**src/rtl/tksd_pkg.sv**
```systemverilog
`timescale 1ns / 1ps
`default_nettype none
// ----------------------------------------------------------------------------
// Terminal key sequence decoder package
// Transfer types, parse phases, key numbers and byte codes of the decoder.
// ----------------------------------------------------------------------------
package tksd_pkg;

    typedef struct packed {
        logic [7:0] in_byte;
        logic       more_follows;
    } t_in;

    typedef struct packed {
        logic       is_special;
        logic [7:0] raw_byte;
        logic [4:0] special_key;
        logic       shift_held;
        logic       ctrl_held;
        logic       alt_held;
    } t_out;

    typedef enum logic [3:0] {
        PH_IDLE,
        PH_ESC,
        PH_SS3,
        PH_CSI,
        PH_ONE,
        PH_ONE_MOD,
        PH_ONE_LET,
        PH_TWO,
        PH_NUM,
        PH_TWO_END,
        PH_MOD_TAIL,
        PH_TAIL,
        PH_DOS0,
        PH_DOS224
    } t_phase;

    localparam logic [4:0] KEY_NONE   = 5'd31;
    localparam logic [4:0] KEY_UP     = 5'd0;
    localparam logic [4:0] KEY_DOWN   = 5'd1;
    localparam logic [4:0] KEY_LEFT   = 5'd2;
    localparam logic [4:0] KEY_RIGHT  = 5'd3;
    localparam logic [4:0] KEY_HOME   = 5'd4;
    localparam logic [4:0] KEY_END    = 5'd5;
    localparam logic [4:0] KEY_INSERT = 5'd6;
    localparam logic [4:0] KEY_DELETE = 5'd7;
    localparam logic [4:0] KEY_PGUP   = 5'd8;
    localparam logic [4:0] KEY_PGDN   = 5'd9;
    localparam logic [4:0] KEY_F1     = 5'd10;
    localparam logic [4:0] KEY_LAST   = 5'd21;

    localparam logic [7:0] CH_NUL   = 8'd0;
    localparam logic [7:0] CH_ESC   = 8'd27;
    localparam logic [7:0] CH_E0    = 8'd224;
    localparam logic [7:0] CH_O     = 8'h4F;
    localparam logic [7:0] CH_LBRK  = 8'h5B;
    localparam logic [7:0] CH_TILDE = 8'h7E;
    localparam logic [7:0] CH_SEMI  = 8'h3B;
    localparam logic [7:0] CH_P     = 8'h50;
    localparam logic [7:0] CH_S     = 8'h53;
    localparam logic [7:0] CH_0     = 8'h30;
    localparam logic [7:0] CH_1     = 8'h31;
    localparam logic [7:0] CH_2     = 8'h32;
    localparam logic [7:0] CH_3     = 8'h33;
    localparam logic [7:0] CH_4     = 8'h34;
    localparam logic [7:0] CH_5     = 8'h35;
    localparam logic [7:0] CH_6     = 8'h36;
    localparam logic [7:0] CH_7     = 8'h37;
    localparam logic [7:0] CH_8     = 8'h38;
    localparam logic [7:0] CH_9     = 8'h39;
    localparam logic [7:0] CH_A     = 8'h41;
    localparam logic [7:0] CH_B     = 8'h42;
    localparam logic [7:0] CH_C     = 8'h43;
    localparam logic [7:0] CH_D     = 8'h44;
    localparam logic [7:0] CH_F     = 8'h46;
    localparam logic [7:0] CH_H     = 8'h48;

    localparam logic [7:0] DOS_F1   = 8'd59;
    localparam logic [7:0] DOS_F10  = 8'd68;
    localparam logic [7:0] DOS_F11  = 8'd133;
    localparam logic [7:0] DOS_F12  = 8'd134;
    localparam logic [7:0] DOS_HOME = 8'd71;
    localparam logic [7:0] DOS_UP   = 8'd72;
    localparam logic [7:0] DOS_PGUP = 8'd73;
    localparam logic [7:0] DOS_LEFT = 8'd75;
    localparam logic [7:0] DOS_RGHT = 8'd77;
    localparam logic [7:0] DOS_END  = 8'd79;
    localparam logic [7:0] DOS_DOWN = 8'd80;
    localparam logic [7:0] DOS_PGDN = 8'd81;
    localparam logic [7:0] DOS_INS  = 8'd82;
    localparam logic [7:0] DOS_DEL  = 8'd83;

endpackage
`default_nettype wire

```
**src/rtl/tksd_parse.sv**
```systemverilog
`timescale 1ns / 1ps
`default_nettype none
// ----------------------------------------------------------------------------
// Sequence parser
// Holds the parse state and decodes one registered byte per step into at
// most one finished key.
// ----------------------------------------------------------------------------
module tksd_parse (
    input  wire logic          i_clk,
    input  wire logic          i_rst_n,
    input  wire logic          i_step,
    input  wire tksd_pkg::t_in i_in,
    output logic               o_done,
    output tksd_pkg::t_out     o_res
);
    import tksd_pkg::*;

    t_phase     r_phase, n_phase;
    logic [4:0] r_key,   n_key;
    logic [2:0] r_mods,  n_mods;
    logic [7:0] r_prefix, n_prefix;

    logic       w_fin;
    logic       w_imm;
    logic [4:0] w_key;
    logic [7:0] w_raw;
    logic [2:0] w_mods;
    logic [4:0] w_let;
    logic       w_spec;
    logic [7:0] b;

    function automatic logic [2:0] mod_code(input logic [7:0] c);
        logic [2:0] m;
        m = 3'd0;
        if (c >= CH_2 && c <= CH_8) begin
            m = 3'(c - CH_1);
        end
        return m;
    endfunction

    function automatic logic [4:0] csi_letter(input logic [7:0] c);
        logic [4:0] k;
        case (c)
            CH_A:    k = KEY_UP;
            CH_B:    k = KEY_DOWN;
            CH_C:    k = KEY_RIGHT;
            CH_D:    k = KEY_LEFT;
            CH_H:    k = KEY_HOME;
            CH_F:    k = KEY_END;
            default: k = KEY_NONE;
        endcase
        return k;
    endfunction

    function automatic logic [4:0] two_digit_one(input logic [7:0] c);
        logic [4:0] k;
        k = KEY_NONE;
        if (c >= CH_1 && c <= CH_5) begin
            k = KEY_F1 + 5'(c - CH_1);
        end else if (c >= CH_7 && c <= CH_9) begin
            k = KEY_F1 + 5'd5 + 5'(c - CH_7);
        end
        return k;
    endfunction

    function automatic logic [4:0] two_digit_two(input logic [7:0] c);
        logic [4:0] k;
        case (c)
            CH_0:    k = KEY_F1 + 5'd8;
            CH_1:    k = KEY_F1 + 5'd9;
            CH_3:    k = KEY_F1 + 5'd10;
            CH_4:    k = KEY_F1 + 5'd11;
            default: k = KEY_NONE;
        endcase
        return k;
    endfunction

    function automatic logic [4:0] dos0_key(input logic [7:0] c);
        logic [4:0] k;
        k = KEY_NONE;
        if (c >= DOS_F1 && c <= DOS_F10) begin
            k = KEY_F1 + 5'(c - DOS_F1);
        end else if (c == DOS_F11) begin
            k = KEY_F1 + 5'd10;
        end else if (c == DOS_F12) begin
            k = KEY_F1 + 5'd11;
        end
        return k;
    endfunction

    function automatic logic [4:0] dos224_key(input logic [7:0] c);
        logic [4:0] k;
        case (c)
            DOS_F12:  k = KEY_F1 + 5'd11;
            DOS_UP:   k = KEY_UP;
            DOS_DOWN: k = KEY_DOWN;
            DOS_LEFT: k = KEY_LEFT;
            DOS_RGHT: k = KEY_RIGHT;
            DOS_INS:  k = KEY_INSERT;
            DOS_DEL:  k = KEY_DELETE;
            DOS_HOME: k = KEY_HOME;
            DOS_END:  k = KEY_END;
            DOS_PGUP: k = KEY_PGUP;
            DOS_PGDN: k = KEY_PGDN;
            default:  k = KEY_NONE;
        endcase
        return k;
    endfunction

    assign b     = i_in.in_byte;
    assign w_let = csi_letter(b);

    always_ff @(posedge i_clk) begin
        if (!i_rst_n) begin
            r_phase  <= PH_IDLE;
            r_key    <= 5'd0;
            r_mods   <= 3'd0;
            r_prefix <= 8'd0;
        end else if (i_step) begin
            r_phase  <= n_phase;
            r_key    <= n_key;
            r_mods   <= n_mods;
            r_prefix <= n_prefix;
        end
    end

    always_comb begin
        n_phase  = r_phase;
        n_key    = r_key;
        n_mods   = r_mods;
        n_prefix = r_prefix;
        w_fin    = 1'b0;
        w_imm    = 1'b0;
        unique case (r_phase)
            PH_IDLE: begin
                if (b == CH_ESC && i_in.more_follows) begin
                    n_phase  = PH_ESC;
                    n_prefix = CH_ESC;
                    n_key    = KEY_NONE;
                    n_mods   = 3'd0;
                end else if (b == CH_NUL) begin
                    n_phase  = PH_DOS0;
                    n_prefix = CH_NUL;
                    n_key    = KEY_NONE;
                    n_mods   = 3'd0;
                end else if (b == CH_E0) begin
                    n_phase  = PH_DOS224;
                    n_prefix = CH_E0;
                    n_key    = KEY_NONE;
                    n_mods   = 3'd0;
                end else begin
                    w_imm = 1'b1;
                end
            end
            PH_ESC: begin
                if (b == CH_O) begin
                    n_phase = PH_SS3;
                end else if (b == CH_LBRK) begin
                    n_phase = PH_CSI;
                end else begin
                    w_fin = 1'b1;
                end
            end
            PH_SS3: begin
                if (b >= CH_P && b <= CH_S) begin
                    n_key = KEY_F1 + 5'(b - CH_P);
                end
                w_fin = 1'b1;
            end
            PH_CSI: begin
                if (w_let != KEY_NONE) begin
                    n_key = w_let;
                    w_fin = 1'b1;
                end else if (b == CH_1) begin
                    n_phase = PH_ONE;
                end else if (b == CH_2) begin
                    n_phase = PH_TWO;
                end else if (b == CH_3) begin
                    n_key   = KEY_DELETE;
                    n_phase = PH_NUM;
                end else if (b == CH_4) begin
                    n_key   = KEY_END;
                    n_phase = PH_NUM;
                end else if (b == CH_5) begin
                    n_key   = KEY_PGUP;
                    n_phase = PH_NUM;
                end else if (b == CH_6) begin
                    n_key   = KEY_PGDN;
                    n_phase = PH_NUM;
                end else begin
                    w_fin = 1'b1;
                end
            end
            PH_ONE: begin
                if (b == CH_TILDE) begin
                    n_key = KEY_HOME;
                    w_fin = 1'b1;
                end else if (b == CH_SEMI) begin
                    n_phase = PH_ONE_MOD;
                end else begin
                    n_key   = two_digit_one(b);
                    n_phase = PH_TWO_END;
                end
            end
            PH_ONE_MOD: begin
                n_mods  = mod_code(b);
                n_phase = PH_ONE_LET;
            end
            PH_ONE_LET: begin
                n_key = w_let;
                w_fin = 1'b1;
            end
            PH_TWO: begin
                if (b == CH_TILDE) begin
                    n_key = KEY_INSERT;
                    w_fin = 1'b1;
                end else if (b == CH_SEMI) begin
                    n_key   = KEY_INSERT;
                    n_phase = PH_MOD_TAIL;
                end else begin
                    n_key   = two_digit_two(b);
                    n_phase = PH_TWO_END;
                end
            end
            PH_NUM: begin
                if (b == CH_TILDE) begin
                    w_fin = 1'b1;
                end else if (b == CH_SEMI) begin
                    n_phase = PH_MOD_TAIL;
                end else begin
                    n_key = KEY_NONE;
                    w_fin = 1'b1;
                end
            end
            PH_TWO_END: begin
                if (b == CH_SEMI) begin
                    n_phase = PH_MOD_TAIL;
                end else begin
                    w_fin = 1'b1;
                end
            end
            PH_MOD_TAIL: begin
                n_mods  = mod_code(b);
                n_phase = PH_TAIL;
            end
            PH_TAIL: begin
                w_fin = 1'b1;
            end
            PH_DOS0: begin
                n_key = dos0_key(b);
                w_fin = 1'b1;
            end
            PH_DOS224: begin
                n_key = dos224_key(b);
                w_fin = 1'b1;
            end
            default: begin
                n_phase = PH_IDLE;
            end
        endcase

        if (w_imm) begin
            w_key  = KEY_NONE;
            w_raw  = b;
            w_mods = 3'd0;
        end else begin
            w_key  = n_key;
            w_raw  = r_prefix;
            w_mods = n_mods;
        end
        if (w_imm || w_fin) begin
            n_phase = PH_IDLE;
        end
    end

    assign w_spec = (w_key <= KEY_LAST);
    assign o_done = w_imm || w_fin;

    always_comb begin
        o_res.is_special  = w_spec;
        o_res.raw_byte    = w_spec ? 8'd0 : w_raw;
        o_res.special_key = w_spec ? w_key : 5'd0;
        o_res.shift_held  = w_mods[0];
        o_res.ctrl_held   = w_mods[2];
        o_res.alt_held    = w_mods[1];
    end

endmodule
`default_nettype wire

```
**src/rtl/tksd_obuf.sv**
```systemverilog
`timescale 1ns / 1ps
`default_nettype none
// ----------------------------------------------------------------------------
// Result buffer
// Two-entry result queue; space is reported from registered state only.
// ----------------------------------------------------------------------------
module tksd_obuf (
    input  wire logic           i_clk,
    input  wire logic           i_rst_n,
    input  wire logic           i_push,
    input  wire tksd_pkg::t_out i_res,
    output logic                o_space,
    output logic                o_out_valid,
    input  wire logic           i_out_ready,
    output tksd_pkg::t_out      o_out_data
);
    import tksd_pkg::*;

    t_out       r_q0, r_q1;
    logic [1:0] r_cnt;
    logic       w_pop;
    logic       w_to_head;

    assign w_pop       = (r_cnt != 2'd0) && i_out_ready;
    assign w_to_head   = (r_cnt == 2'd0) || (r_cnt == 2'd1 && w_pop);
    assign o_space     = (r_cnt != 2'd2);
    assign o_out_valid = (r_cnt != 2'd0);
    assign o_out_data  = r_q0;

    always_ff @(posedge i_clk) begin
        if (!i_rst_n) begin
            r_cnt <= 2'd0;
        end else begin
            case ({i_push, w_pop})
                2'b10:   r_cnt <= r_cnt + 2'd1;
                2'b01:   r_cnt <= r_cnt - 2'd1;
                default: r_cnt <= r_cnt;
            endcase
        end
    end

    always_ff @(posedge i_clk) begin
        if (i_push && w_to_head) begin
            r_q0 <= i_res;
        end else if (w_pop) begin
            r_q0 <= r_q1;
        end
        if (i_push && !w_to_head) begin
            r_q1 <= i_res;
        end
    end

endmodule
`default_nettype wire

```
**src/rtl/terminal_key_sequence_decoder_unit.sv**
```systemverilog
`timescale 1ns / 1ps
`default_nettype none
// ----------------------------------------------------------------------------
// Terminal key sequence decoder
// Decodes xterm escape sequences and DOS scan code prefixes into keys.
//
//   channel  direction  valid         ready         payload
//   input    in         i_in_valid    o_in_ready    i_in_data  (t_in)
//   result   out        o_out_valid   i_out_ready   o_out_data (t_out)
//
// One byte per cycle sustained while the result queue has space: a byte is
// registered, decoded against the parse state and its key, if any, lands in a
// two-entry result queue. The byte passes the input register and then the
// result queue register before its result is valid.
// Reset clears the parse state, the input valid flag and the queue.
// A stalled result side stops input once the queue holds two keys and a
// byte waits in the input register.
// ----------------------------------------------------------------------------
module terminal_key_sequence_decoder_unit (
    input  wire logic           i_clk,
    input  wire logic           i_rst_n,
    input  wire logic           i_in_valid,
    output logic                o_in_ready,
    input  wire tksd_pkg::t_in  i_in_data,
    output logic                o_out_valid,
    input  wire logic           i_out_ready,
    output tksd_pkg::t_out      o_out_data
);
    import tksd_pkg::*;

    logic r_in_vld;
    t_in  r_in;
    logic w_space;
    logic w_step;
    logic w_done;
    t_out w_res;

    assign w_step     = r_in_vld && w_space;
    assign o_in_ready = !r_in_vld || w_space;

    always_ff @(posedge i_clk) begin
        if (!i_rst_n) begin
            r_in_vld <= 1'b0;
        end else if (o_in_ready) begin
            r_in_vld <= i_in_valid;
        end
    end

    always_ff @(posedge i_clk) begin
        if (o_in_ready && i_in_valid) begin
            r_in <= i_in_data;
        end
    end

    tksd_parse u_parse (
        .i_clk   (i_clk),
        .i_rst_n (i_rst_n),
        .i_step  (w_step),
        .i_in    (r_in),
        .o_done  (w_done),
        .o_res   (w_res)
    );

    tksd_obuf u_obuf (
        .i_clk       (i_clk),
        .i_rst_n     (i_rst_n),
        .i_push      (w_step && w_done),
        .i_res       (w_res),
        .o_space     (w_space),
        .o_out_valid (o_out_valid),
        .i_out_ready (i_out_ready),
        .o_out_data  (o_out_data)
    );

endmodule
`default_nettype wire

```
**config.mk**
```make
export PLATFORM = sky130hd
export DESIGN_NAME = terminal_key_sequence_decoder_unit
export DESIGN_NICKNAME = d
export VERILOG_FILES = /design/src/rtl/tksd_pkg.sv /design/src/rtl/tksd_parse.sv /design/src/rtl/tksd_obuf.sv /design/src/rtl/terminal_key_sequence_decoder_unit.sv
export SDC_FILE = /design/constraint.sdc
export NUM_CORES = 1
export LEC_CHECK = 0
export BUFFER_PORTS_ARGS = -buffer_cell sky130_fd_sc_hd__buf_2
export CORE_ASPECT_RATIO = 0.75
export CORE_MARGIN = 2
export CORE_UTILIZATION = 40
export DETAILED_ROUTE_END_ITERATION = 10
export PLACE_DENSITY = 0.63
export REMOVE_ABC_BUFFERS = 1
export SLEW_MARGIN = 25
export SYNTH_ARGS = -nofsm -noshare
export SYNTH_HDL_FRONTEND = slang
export SYNTH_SLANG_ARGS = --single-unit
```
**constraint.sdc**
```tcl
create_clock -name i_clk -period 6.9 [get_ports i_clk]
set_input_delay 0.345 -clock i_clk [delete_from_list [all_inputs] [get_ports i_clk]]
set_output_delay 0.345 -clock i_clk [all_outputs]
set_load 0.02 [all_outputs]
```
Word-level counts from Yosys, hierarchy flattened --
Cells that the tools add are included.
Word-level totals: bits in registers 66, output and inout bits 19, logic and storage cells 205
Cells by class: $add $sub $neg 10, order comparisons 11, equality and inequality tests 55, mux-type cells 79, reductions and logical operators 30
Operator list (number):
- 8-bit by 7-bit == test with 1-bit output (second input constant) | 17
- 5-bit two-way mux | 23
- 4-bit two-way mux | 19
- 8-bit by 6-bit == test with 1-bit output (second input constant) | 8
- 5-bit case mux with 11 select lines | 1
- 5-bit case mux with 9 select lines | 1
- 8-bit two-way mux | 5
- 4-bit case mux with 10 select lines | 1
- 17-bit two-way mux | 2
- 8-bit by 6-bit >= comparator with 1-bit output (second input constant) | 4
- 5-bit case mux with 6 select lines | 1
- 4-bit == test (second input constant) | 6
- 8-bit == test (second input constant) | 3
- 8-bit by 6-bit <= comparator with 1-bit output (second input constant) | 3
- 4-bit by 5-bit adder with 5-bit output (first input constant) | 4
- 5-bit subtractor (second input constant) | 4
- 4-bit by 3-bit == test with 1-bit output (second input constant) | 4
- 8-bit by 7-bit <= comparator with 1-bit output (second input constant) | 2
- 1-bit two-way mux | 16
- 4-bit case mux with 4 select lines | 1
- 3-bit two-way mux | 5
- 1-bit logical AND | 13
- 3-bit inequality test (second input constant) | 4
- 9-bit AND reduction | 1
- other kinds (29) | 37

Logic depth before layout (Yosys ltp) --
Gate-level depths: netlist of run 1.
depth in word-level cells 13, gate-level depth with buffers 13, mapped depth without buffers 11

Hierarchy --
A second synthesis of run 1 with hierarchy kept.
Unflattened totals: cell total of the unflattened synthesis 559, area total of the unflattened synthesis 4838.4 um^2
Modules (own cells, without submodules):
- tksd_parse | times used 1, cells an instance 429, area each 2877.8 um^2
- tksd_obuf | times used 1, cells an instance 114, area each 1617.8 um^2
- terminal_key_sequence_decoder_unit | times used 1, cells an instance 16, area each 342.8 um^2

Worst setup path after synthesis of run 1 --
No wires, ideal clock.
kind register to register, from register r_in[1] in the netlist's numbering, to register u_obuf.r_q0, in the netlist u_obuf.o_out_data[0] (enable), library setup time 0.375 ns, data arrival time 3.037 ns, required time 6.525 ns, slack 3.488 ns, cell stages (with the launch flop) 11, cell sequence edfxtp_1 -> clkbuf_1 -> inv_1 -> ha_1 -> or4b_2 -> a21oi_1 -> nor4_1 -> a2111oi_0 -> or3_1 -> buf_2 -> nand2b_1
Between the ends: word-level cells in the longest chain between the ends 13, elaborated cells between the ends (all ways) 43
Ends and longest elaborated chain:
- from (decl) | line terminal_key_sequence_decoder_unit.sv:32 | t_in r_in;
- from (signal assigned) | line terminal_key_sequence_decoder_unit.sv:51 | r_in <= i_in_data;
- 8-bit by 6-bit == test with 1-bit output | line tksd_parse.sv:187 | end else if (b == CH_6) begin
- 1-bit two-way mux | line tksd_parse.sv:187
- 1-bit two-way mux | line tksd_parse.sv:184 | end else if (b == CH_5) begin
- 1-bit two-way mux | line tksd_parse.sv:181 | end else if (b == CH_4) begin
- 1-bit two-way mux | line tksd_parse.sv:178 | end else if (b == CH_3) begin
- 1-bit two-way mux | line tksd_parse.sv:176 | end else if (b == CH_2) begin
- 1-bit two-way mux | line tksd_parse.sv:174 | end else if (b == CH_1) begin
- 1-bit two-way mux | line tksd_parse.sv:171 | if (w_let != KEY_NONE) begin
- 1-bit case mux with 6 select lines | line tksd_parse.sv:134 | unique case (r_phase)
- 1-bit logical OR (*) | line tksd_parse.sv:277 | assign o_done = w_imm || w_fin;
- 1-bit logical AND (*) | line terminal_key_sequence_decoder_unit.sv:67 | .i_push (w_step && w_done),
- 1-bit logical AND (*) | line tksd_obuf.sv:43 | if (i_push && w_to_head) begin
- 2-bit nonzero test (no line) (*)
- to (signal assigned) | line tksd_obuf.sv:44 | r_q0 <= i_res;
- to (signal assigned) | line tksd_obuf.sv:46 | r_q0 <= r_q1;
- to (decl) | line tksd_obuf.sv:19 | t_out r_q0, r_q1;
Every way passes the cells marked *; elsewhere a longest branch is shown, timed or not. A chain may end at the register's enable or synchronous reset.

Worst setup path in the final report of run 1 --
from register r_in[2] in the netlist's numbering, to register u_obuf.r_q0, in the netlist u_obuf.o_out_data[12] (enable)
The elaborated chain is that of the path after synthesis.

==> metrics.yaml, run 1 <==
grt_usage_pct: 23.80
ant_nets: 0
drc: 0
synth_xor_xnor_area_share_pct: 1.885
synth_compound_area_share_pct: 25.61
grt_pass1_wl_um: 23220
crit_cells: 9
drive_gt1_share_pct: 13.81
syn_to_final_growth_pct: 12.55
worst_setup_path_start_kind: "flip-flop"
wire_per_inst_um: 20.42
min_path_cells: 1
timing.fmax_ghz: 0.1986
detail_route.vias_per_cell: 6.252
worstPathRequired_ps: 6790
antenna_found_initial: 0
synth_top_family_by_area: "simple AND/OR/NAND/NOR gates"
finalNetCount: 588
clk_latency_ps: 330
ir_drop_mv: 0.1849
fin_cells: 709
timing.setup.tns_ps: 0
die_area_um2: 12500
htreeDepth: 3
crit_type: "flip-flop to flip-flop"
ios: 32
diodes: 0
power_density_nw_per_um2: 251.7
initial_core_util_pct: 40.61
core_um2: 11440
yosysWarnings: 0
cts.clk_slew.worst_paths_ps: 50
grt_overflow: 0
die_w_um: 128.5
cpLargestDelayFamily: "simple AND/OR/NAND/NOR gates"
tightest_slew_ps: 1156
dp.cells: 693
hold_ws_ps: 191.7
async_reset_ff_share_pct: 0
netlist_area_um2: 4647
setup_viol: 0
fp.dieH_um: 97.35
finClkSkew_ps: 5.302
path_cells: "inv_1 -> ha_1 -> or4b_2 -> a21oi_1 -> nor4_2 -> buf_4 -> a2111oi_0 -> or3_1 -> nand2b_1"
synth_commonest_cells: "66 x nand2_1, 44 x nor2_1, 43 x edfxtp_1, 31 x a21oi_1, 26 x clkbuf_1"
yosysTopAreaCell: "edfxtp_1"
cts_made_buffers: 9
clock-sinks: 60
vias: 4433
status: "finished, final reports clean"
r2r_end: "u_obuf.o_out_data[12]$_DFFE_PP_"
muxShareOfSynthArea_pct: 2.046
r2r_cells: 9
grt_max_degree: 35
grt_pass1_vias: 4108
cap_violations: 0
min_from: "i_in_data[7]"
row_count: 34
root_buffer: "clkbuf_16"
cpPeakStageDelay_ps: 720
synth.avg_cell_area_um2: 8.511
netlist_instances: 546
synth_edf_count: 43
drv_slew: 0
hold_viol: 0
holdCritPathClass: "primary input to flip-flop"
drtIter0Drc: 543
post-cts-setup-buffer-count: 0
period_needed_ps: 5035
rsz0062_at_grt: "no"
cp-end-kind: "flip-flop"
slew_headroom_pct: 21.84
cts_resized: 0
path_buf_inv: 2
synth-simple-area-share_pct: 26.76
report.power.total_mw: 1.316
critical_path.endpoint: "u_obuf.o_out_data[12]$_DFFE_PP_"
cp.arrival_ps: 4930
drt_pass1_iterations: 5
synth_most_common_cell: "nand2_1"
cp_max_fo: 24
clock_path_buffers: 2
place_congestion: 1.045
yosys_register_bits: 60
finalWirelength_um: 14480
ys_seq_area_share_pct: 35.11
timing.final.crit_share_pct: 72.98
crit_start: "r_in[2]$_DFFE_PP_"
synthAdderAreaFrac_pct: 4.039
ys_types: 74
r2r_start: "r_in[2]$_DFFE_PP_"
p_leak_nw: 1.900
io_buffers: 31
cts_tree: "done"
dp_hpwl_um: 10670
ys.flop_type: "edfxtp_1"
ff2ff_setup_slack_ps: 1860
synth_area_leaders: "edfxtp_1 28%, dfxtp_1 7.3%, nand2_1 5.3%"
num-fill-cells: 1104
hold_buffers: 0
cpMaxStageDelayCell: "a2111oi_0"
synth_top_area_share_pct: 27.79
## worst reg2reg max path: cells and delay by family, from the launching register on
kind                       cells  cell delay (ps)
and+or+nand+nor                4             1980
AOI/OAI and AO/OA              2             1000
adders and majority gates      1              590
DFF                            1              520
buffers and inverters          2              510
## layout by cell type, fill, tap and decap left out, types with 6 or more instances in the layout
master and n:
o21ai_0 21, a211oi_1 9, nor3_1 14, nor2_1 44, xnor2_1 6, o31ai_1 7, inv_1 16, nand3_1 13
a21oi_1 31, nor2b_1 22, and2_1 11, and3_1 8, nand2b_1 15, o211ai_1 9, dfxtp_1 17, ha_1 15
o22a_1 8, edfxtp_1 43, buf_2 31, o21a_1 6, nand2_1 66, buf_4 9, clkbuf_16 9
## area by class of cell
type                    count  area [um2]  share of cell area [%]
multi-input cells         432        2821                   53.95
flip-flops and latches     60        1632                   31.20
clock buffers              11       232.7                   4.450
repair buffers             40       222.7                   4.258
well taps                 144       180.2                   3.445
clock inverters             5       77.57                   1.483
inverters                  17       63.81                   1.220
## kinds of logic (layout without fill, tap and decap cells)
family	count (synthesis)	after routing
buf+inv	54	73
fa+ha+maj	15	15
mux	9	9
xor+xnor	10	10
simple gates	238	238
flops	60	60
compound gates	160	160
## report_power, final
part / switching, mW / internal [mW]
Sequential: 0.0291 / 0.468
Combinational: 0.234 / 0.120
Clock: 0.151 / 0.314
## state kept, by name, indices dropped and copies added, names as in the netlist
signal / count
u_parse.r_key: 5
u_obuf.o_out_data: 17
u_parse.r_mods: 3
r_in: 9
u_parse.r_phase: 4
u_parse.r_prefix: 2
u_obuf.r_q1: 17
r_in_vld: 1
u_obuf.r_cnt: 2
## stage by stage
stage / setup WS (ps) / utilization [%] / instance area [um2]
2_1_floorplan: 1880 / - / 4499
3_3_place_gp: 2114 / 42.95 / 4915
3_5_place_dp: 1902 / 42.95 / 4915
4_1_cts: 1884 / 45.66 / 5225
5_1_grt: 1484 / 45.70 / 5230
6_report: 1865 / 45.70 / 5230
## layer usage
metal | vias to the layer above | part of all wire [%] | global-route usage (%)
li1 | 2078 | - | -
met1 | 2098 | 46 | 36.05
met2 | 243 | 43 | 34.86
met3 | 14 | 10 | 6.167
met4 | 0 | 0.63 | 2.959
met5 | - | 0 | 0
## worst min path at each step
stage,endpoint,slack [ps]
3_5_place_dp,u_parse.r_prefix[6]$_SDFFE_PN0P_,460
2_1_floorplan,u_parse.r_prefix[6]$_SDFFE_PN0P_,440
6_report,r_in[7]$_DFFE_PP_,190
3_3_place_gp,u_parse.r_prefix[6]$_SDFFE_PN0P_,450
4_1_cts,r_in[7]$_DFFE_PP_,180
5_1_grt,r_in[4]$_DFFE_PP_,180
(Power assumes the default switching activity.)
==> inputs of run 2 (changes only) <==
ABC_AREA = 1   (was unset)
clock period = 4.9 ns   (was 6.9 ns; I/O delays follow)
==> metrics.yaml, run 2 <==
drt_pass1_iterations: 6
r2r_start: "r_in[1]$_DFFE_PP_"
cpMaxStageDelayCell: "edfxtp_1"
row_count: 33
crit_type: "flip-flop to flip-flop"
path_cells: "inv_1 -> ha_1 -> inv_1 -> nor2_1 -> nand2_1 -> nand3_2 -> nor2_4 -> inv_2 -> nand3_1 -> nand2_2 -> nor2_4 -> inv_2 -> o21ai_1 -> buf_4"
fp.dieH_um: 96.60
rsz0062_at_grt: "no"
post-cts-setup-buffer-count: 0
setup_viol: 0
most-common-layout-cells: "171 x nand2_1, 73 x nor2_1, 69 x inv_1"
netlist_instances: 643
clock-sinks: 60
grt_pass1_wl_um: 23120
diodes: 0
min_path_cells: 1
synth.avg_cell_area_um2: 7.112
finalWirelength_um: 14590
timing.final.crit_share_pct: 72.46
ff2ff_setup_slack_ps: 1350
synth_commonest_cells: "171 x nand2_1, 73 x nor2_1, 69 x inv_1, 47 x nand3_1, 43 x edfxtp_1"
cts_made_buffers: 9
synth_compound_area_share_pct: 12.20
antenna_found_initial: 0
ios: 32
cpPeakStageDelay_ps: 510
htreeDepth: 3
status: "finished, final reports clean"
path_buf_inv: 5
ir_drop_mv: 0.2479
cap_violations: 0
die_w_um: 127.5
yosysWarnings: 0
drive_gt1_share_pct: 15.86
r2r_cells: 14
vias: 4613
report.power.total_mw: 2.393
drc: 0
clock_path_buffers: 2
dp_hpwl_um: 11560
cp_max_fo: 21
muxShareOfSynthArea_pct: 0
ant_nets: 0
ys_types: 43
ys.flop_type: "edfxtp_1"
synth_area_leaders: "edfxtp_1 28%, nand2_1 14%, dfxtp_1 7.4%"
clk_latency_ps: 330
core_um2: 11020
hold_viol: 0
worst_setup_path_start_kind: "flip-flop"
drtIter0Drc: 624
finClkSkew_ps: 6.045
whs_endpoint: "r_in[6]$_DFFE_PP_"
cts_tree: "done"
grt_max_degree: 24
synth_top_family_by_area: "simple AND/OR/NAND/NOR gates"
holdCritPathClass: "primary input to flip-flop"
slew_headroom_pct: 34.86
tightest_slew_ps: 966.9
drv_slew: 0
cp.arrival_ps: 3560
ys_seq_area_share_pct: 35.68
min_from: "i_in_data[6]"
synth_most_common_cell: "nand2_1"
yosys_register_bits: 60
synth-simple-area-share_pct: 38.08
detail_route.vias_per_cell: 5.619
p_leak_nw: 2.461
power_density_nw_per_um2: 465.2
wire_per_inst_um: 17.77
netlist_area_um2: 4573
hold_buffers: 0
root_buffer: "clkbuf_16"
place_congestion: 1.090
initial_core_util_pct: 41.48
yosysTopAreaCell: "edfxtp_1"
r2r_end: "u_obuf.o_out_data[5]$_DFFE_PP_"
io_buffers: 31
final_common_cell: "nand2_1"
synth_top_area_share_pct: 28.24
timing.setup.tns_ps: 0
cpLargestDelayFamily: "simple AND/OR/NAND/NOR gates"
grt_overflow: 0
cp-end-kind: "flip-flop"
grt_usage_pct: 24.26
cts.clk_slew.worst_paths_ps: 50
synthAdderAreaFrac_pct: 4.104
worstPathRequired_ps: 4910
syn_to_final_growth_pct: 12.48
cts_resized: 0
die_area_um2: 12310
async_reset_ff_share_pct: 0
synth_edf_count: 43
period_needed_ps: 3550
synth_xor_xnor_area_share_pct: 1.724
grt_pass1_vias: 4419
timing.fmax_ghz: 0.2817
finalNetCount: 704
==> run 2: cell count changes in the layout (fill, tap and decap cells not counted), sizes merged, moves of 11 or more <==
cell and delta:
a21oi +11, nand4 +12, nand2 +127, a211oi -11, nor2 +45, o21ai +22, nand3 +40, nand2b -15
inv +61, nor2b -22
==> run 2: kinds of logic (layout without fill, tap and decap cells) <==
logic type	count (synthesis)	in the layout
AO/OA/AOI/OAI	102	102
flip-flops	60	60
adder cells (fa/ha/maj)	15	15
buffers and inverters	91	129
AND/OR/NAND/NOR	366	366
XOR/XNOR	9	9
==> run 2: layer usage <==
metal | vias up | GRT usage, % | wire, um
met1 | 2130 | 35.64 | 6940
met5 | - | 0 | 0
met2 | 254 | 34.06 | 5872
met4 | 0 | 7.777 | 368
li1 | 2185 | - | -
met3 | 44 | 6.969 | 1407
==> run 2: area by class of cell <==
class | instances | area (um2)
clock buffers | 9 | 225.2
multi-input cells | 492 | 2566
inverters | 78 | 292.8
repair buffers | 35 | 185.2
fillers | 1088 | 5881
clock inverters | 7 | 67.56
flip-flops and latches | 60 | 1632
well taps | 140 | 175.2
==> run 2: worst max-delay path by stage <==
stage	depth (start not counted)	end	slack (ps)	from
floorplan	13	u_obuf.o_out_data[0]$_DFFE_PP_	1670	r_in[2]$_DFFE_PP_
global placement	14	u_obuf.o_out_data[10]$_DFFE_PP_	1640	r_in[1]$_DFFE_PP_
detailed placement	14	u_obuf.o_out_data[3]$_DFFE_PP_	1380	r_in[2]$_DFFE_PP_
CTS	14	u_obuf.o_out_data[3]$_DFFE_PP_	1350	r_in[2]$_DFFE_PP_
global route	14	u_obuf.o_out_data[3]$_DFFE_PP_	990	r_in[2]$_DFFE_PP_
finish	14	u_obuf.o_out_data[5]$_DFFE_PP_	1350	r_in[1]$_DFFE_PP_
==> run 2: where the power goes <==
| group | internal [mW] | leakage [nW] | switching (mW) | total, mW |
|---|---|---|---|---|
| Clock | 0.390 | 0.139 | 0.221 | 0.611 |
| Sequential | 0.706 | 0.545 | 0.0610 | 0.768 |
| Combinational | 0.285 | 1.78 | 0.729 | 1.01 |
==> run 2: stage by stage <==
step                hold slack [ps]  instances  setup WS [ps]  util (%)  instance area [um2]
global route                  76.69        821          988.3     46.66                 5144
CTS                           75.43        821           1354     46.66                 5144
finish                        87.92        821           1350     46.66                 5144
global placement              422.1        805           1640     44.00                 4851
detailed placement            423.6        805           1380     44.00                 4851
floorplan                     343.9        630           1670         -                 4491
==> inputs of run 3 (changes only) <==
PLACE_DENSITY = 0.65   (was 0.63)
clock period = 3.17 ns   (was 4.9 ns; I/O delays follow)
==> metrics.yaml, run 3 (synthesis gave the netlist of run 2 again) <==
diodes: 0
detail_route.vias_per_cell: 5.454
p_leak_nw: 2.626
holdCritPathClass: "primary input to flip-flop"
num-fill-cells: 1091
rsz0062_at_grt: "no"
slew_headroom_pct: 46.40
power_density_nw_per_um2: 711.2
seq_area_um2: 1632
final_cell_area_um2: 5444
ant_nets: 0
dpl_worst_slack_ps: 7.043
syn_to_final_growth_pct: 19.04
timing.setup.tns_ps: 0
drc: 0
fin_util_pct: 49.38
drive_gt1_share_pct: 18.31
wl_met3_um: 1479
die_area_um2: 12310
initial_core_util_pct: 41.48
tightest_slew_ps: 804.0
worstPathRequired_ps: 3200
drt_pass1_iterations: 5
clock_path_buffers: 2
wl_met1_um: 6426
die_w_um: 127.5
clock-sinks: 60
wl_met2_um: 5913
final_common_cell: "nand2_1"
fin_cells: 850
grt_usage_pct: 23.82
drtIter0Drc: 610
cp-end-kind: "flip-flop"
cts_made_buffers: 9
worst_setup_path_start_kind: "flip-flop"
cap_violations: 0
multi_input_area_um2: 2566
period_needed_ps: 2980
grt_pass1_vias: 4386
hold_viol: 0
ios: 32
grt_max_degree: 24
crit_start: "r_in[2]$_DFFE_PP_"
grt_pass1_wl_um: 23010
cts.clk_slew.worst_paths_ps: 50
top_layer: "met4"
core_um2: 11020
timing.final.crit_share_pct: 93.99
dp_hpwl_um: 11080
fin_ws_ps: 190.5
r2r_start: "r_in[2]$_DFFE_PP_"
ir_drop_mv: 0.4526
crit_type: "flip-flop to flip-flop"
status: "finished, final reports clean"
finClkSkew_ps: 4.455
htreeDepth: 3
cp.arrival_ps: 3010
setup_viol: 0
finalWirelength_um: 14120
cp_max_fo: 17
io_buffers: 31
dp.cells: 820
wire_per_inst_um: 16.61
antenna_found_initial: 1
vias: 4636
finalNetCount: 733
root_buffer: "clkbuf_16"
cts_tree: "done"
clk_latency_ps: 330
place_congestion: 1.017
dpl-instance-area_um2: 5014
most-common-layout-cells: "171 x nand2_1, 73 x nor2_1, 68 x inv_1"
drv_slew: 0
grt_overflow: 0
timing.fmax_ghz: 0.3356
row_count: 33
fp.dieH_um: 96.60
min_from: "i_in_data[1]"
## run 3: cell types whose count changed in the layout (fill, tap and decap cells not counted), sizes merged
cell	previous run	this run
clkbuf	9	10
clkinvlp	2	0
bufinv	1	2
dlygate4sd3	0	7
buf	35	57
## run 3: cell type report
cell class | instances | area share, %
multi-input cells | 492 | 47.14
clock inverters | 6 | 1.448
well taps | 140 | 3.218
inverters | 78 | 5.378
repair buffers | 64 | 8.642
clock buffers | 10 | 4.206
flip-flops and latches | 60 | 29.97
## run 3: worst paths after layout
kind,to,slack [ps],cells past startpoint
setup / recovery,u_obuf.o_out_data[7]$_DFFE_PP_,190,14
hold / removal,r_in[1]$_DFFE_PP_,20,1
setup reg to reg,u_obuf.o_out_data[7]$_DFFE_PP_,190,14
hold reg to reg,u_parse.r_prefix[6]$_SDFFE_PN0P_,470,2
## run 3: repair_timing
| item | 4_1_cts | 5_1_grt |
|---|---|---|
| hold buffers | 7 | 0 |
| buffers inserted | 2 | 5 |
| pin swaps | 0 | 1 |
| setup endpoints to repair | 2 | 63 |
| cloned | 0 | 0 |
| resized for setup | 0 | 1 |
| endpoints found under the hold margin | 7 | 0 |
## run 3: worst max-delay path, cell delays in order (launching register included)
cell,delay (ps)
edfxtp_1,460
buf_4,190
ha_1,230
nand3_1,210
nor2_1,150
inv_2,120
nand3_2,170
nor2_4,200
inv_2,70
nand3_1,200
nand2_2,130
nor2_4,140
inv_2,70
o21ai_1,130
buf_12,200
## run 3: report_power, final
part	switching, mW	internal [mW]	leakage [nW]	total (mW)
Combinational	1.14	0.550	1.93	1.69
Sequential	0.0849	1.09	0.545	1.18
Clock	0.329	0.680	0.154	1.01
Total	1.55	2.32	2.63	3.87
## run 3: layer usage
metal	vias up	GRT usage (%)
met5	-	0
li1	2245	-
met4	0	6.086
met2	232	35.54
met3	33	5.642
met1	2126	34.62
## run 3: per-stage QoR
| step | hold WS, ps | total power, mW |
|---|---|---|
| finish | 15.01 | 3.872 |
| global route | 3.902 | 4.115 |
| CTS | 1.729 | 3.858 |
| detailed placement | 336.6 | 2.817 |
| global placement | 335.9 | 2.792 |
| floorplan | 257.4 | 2.263 |
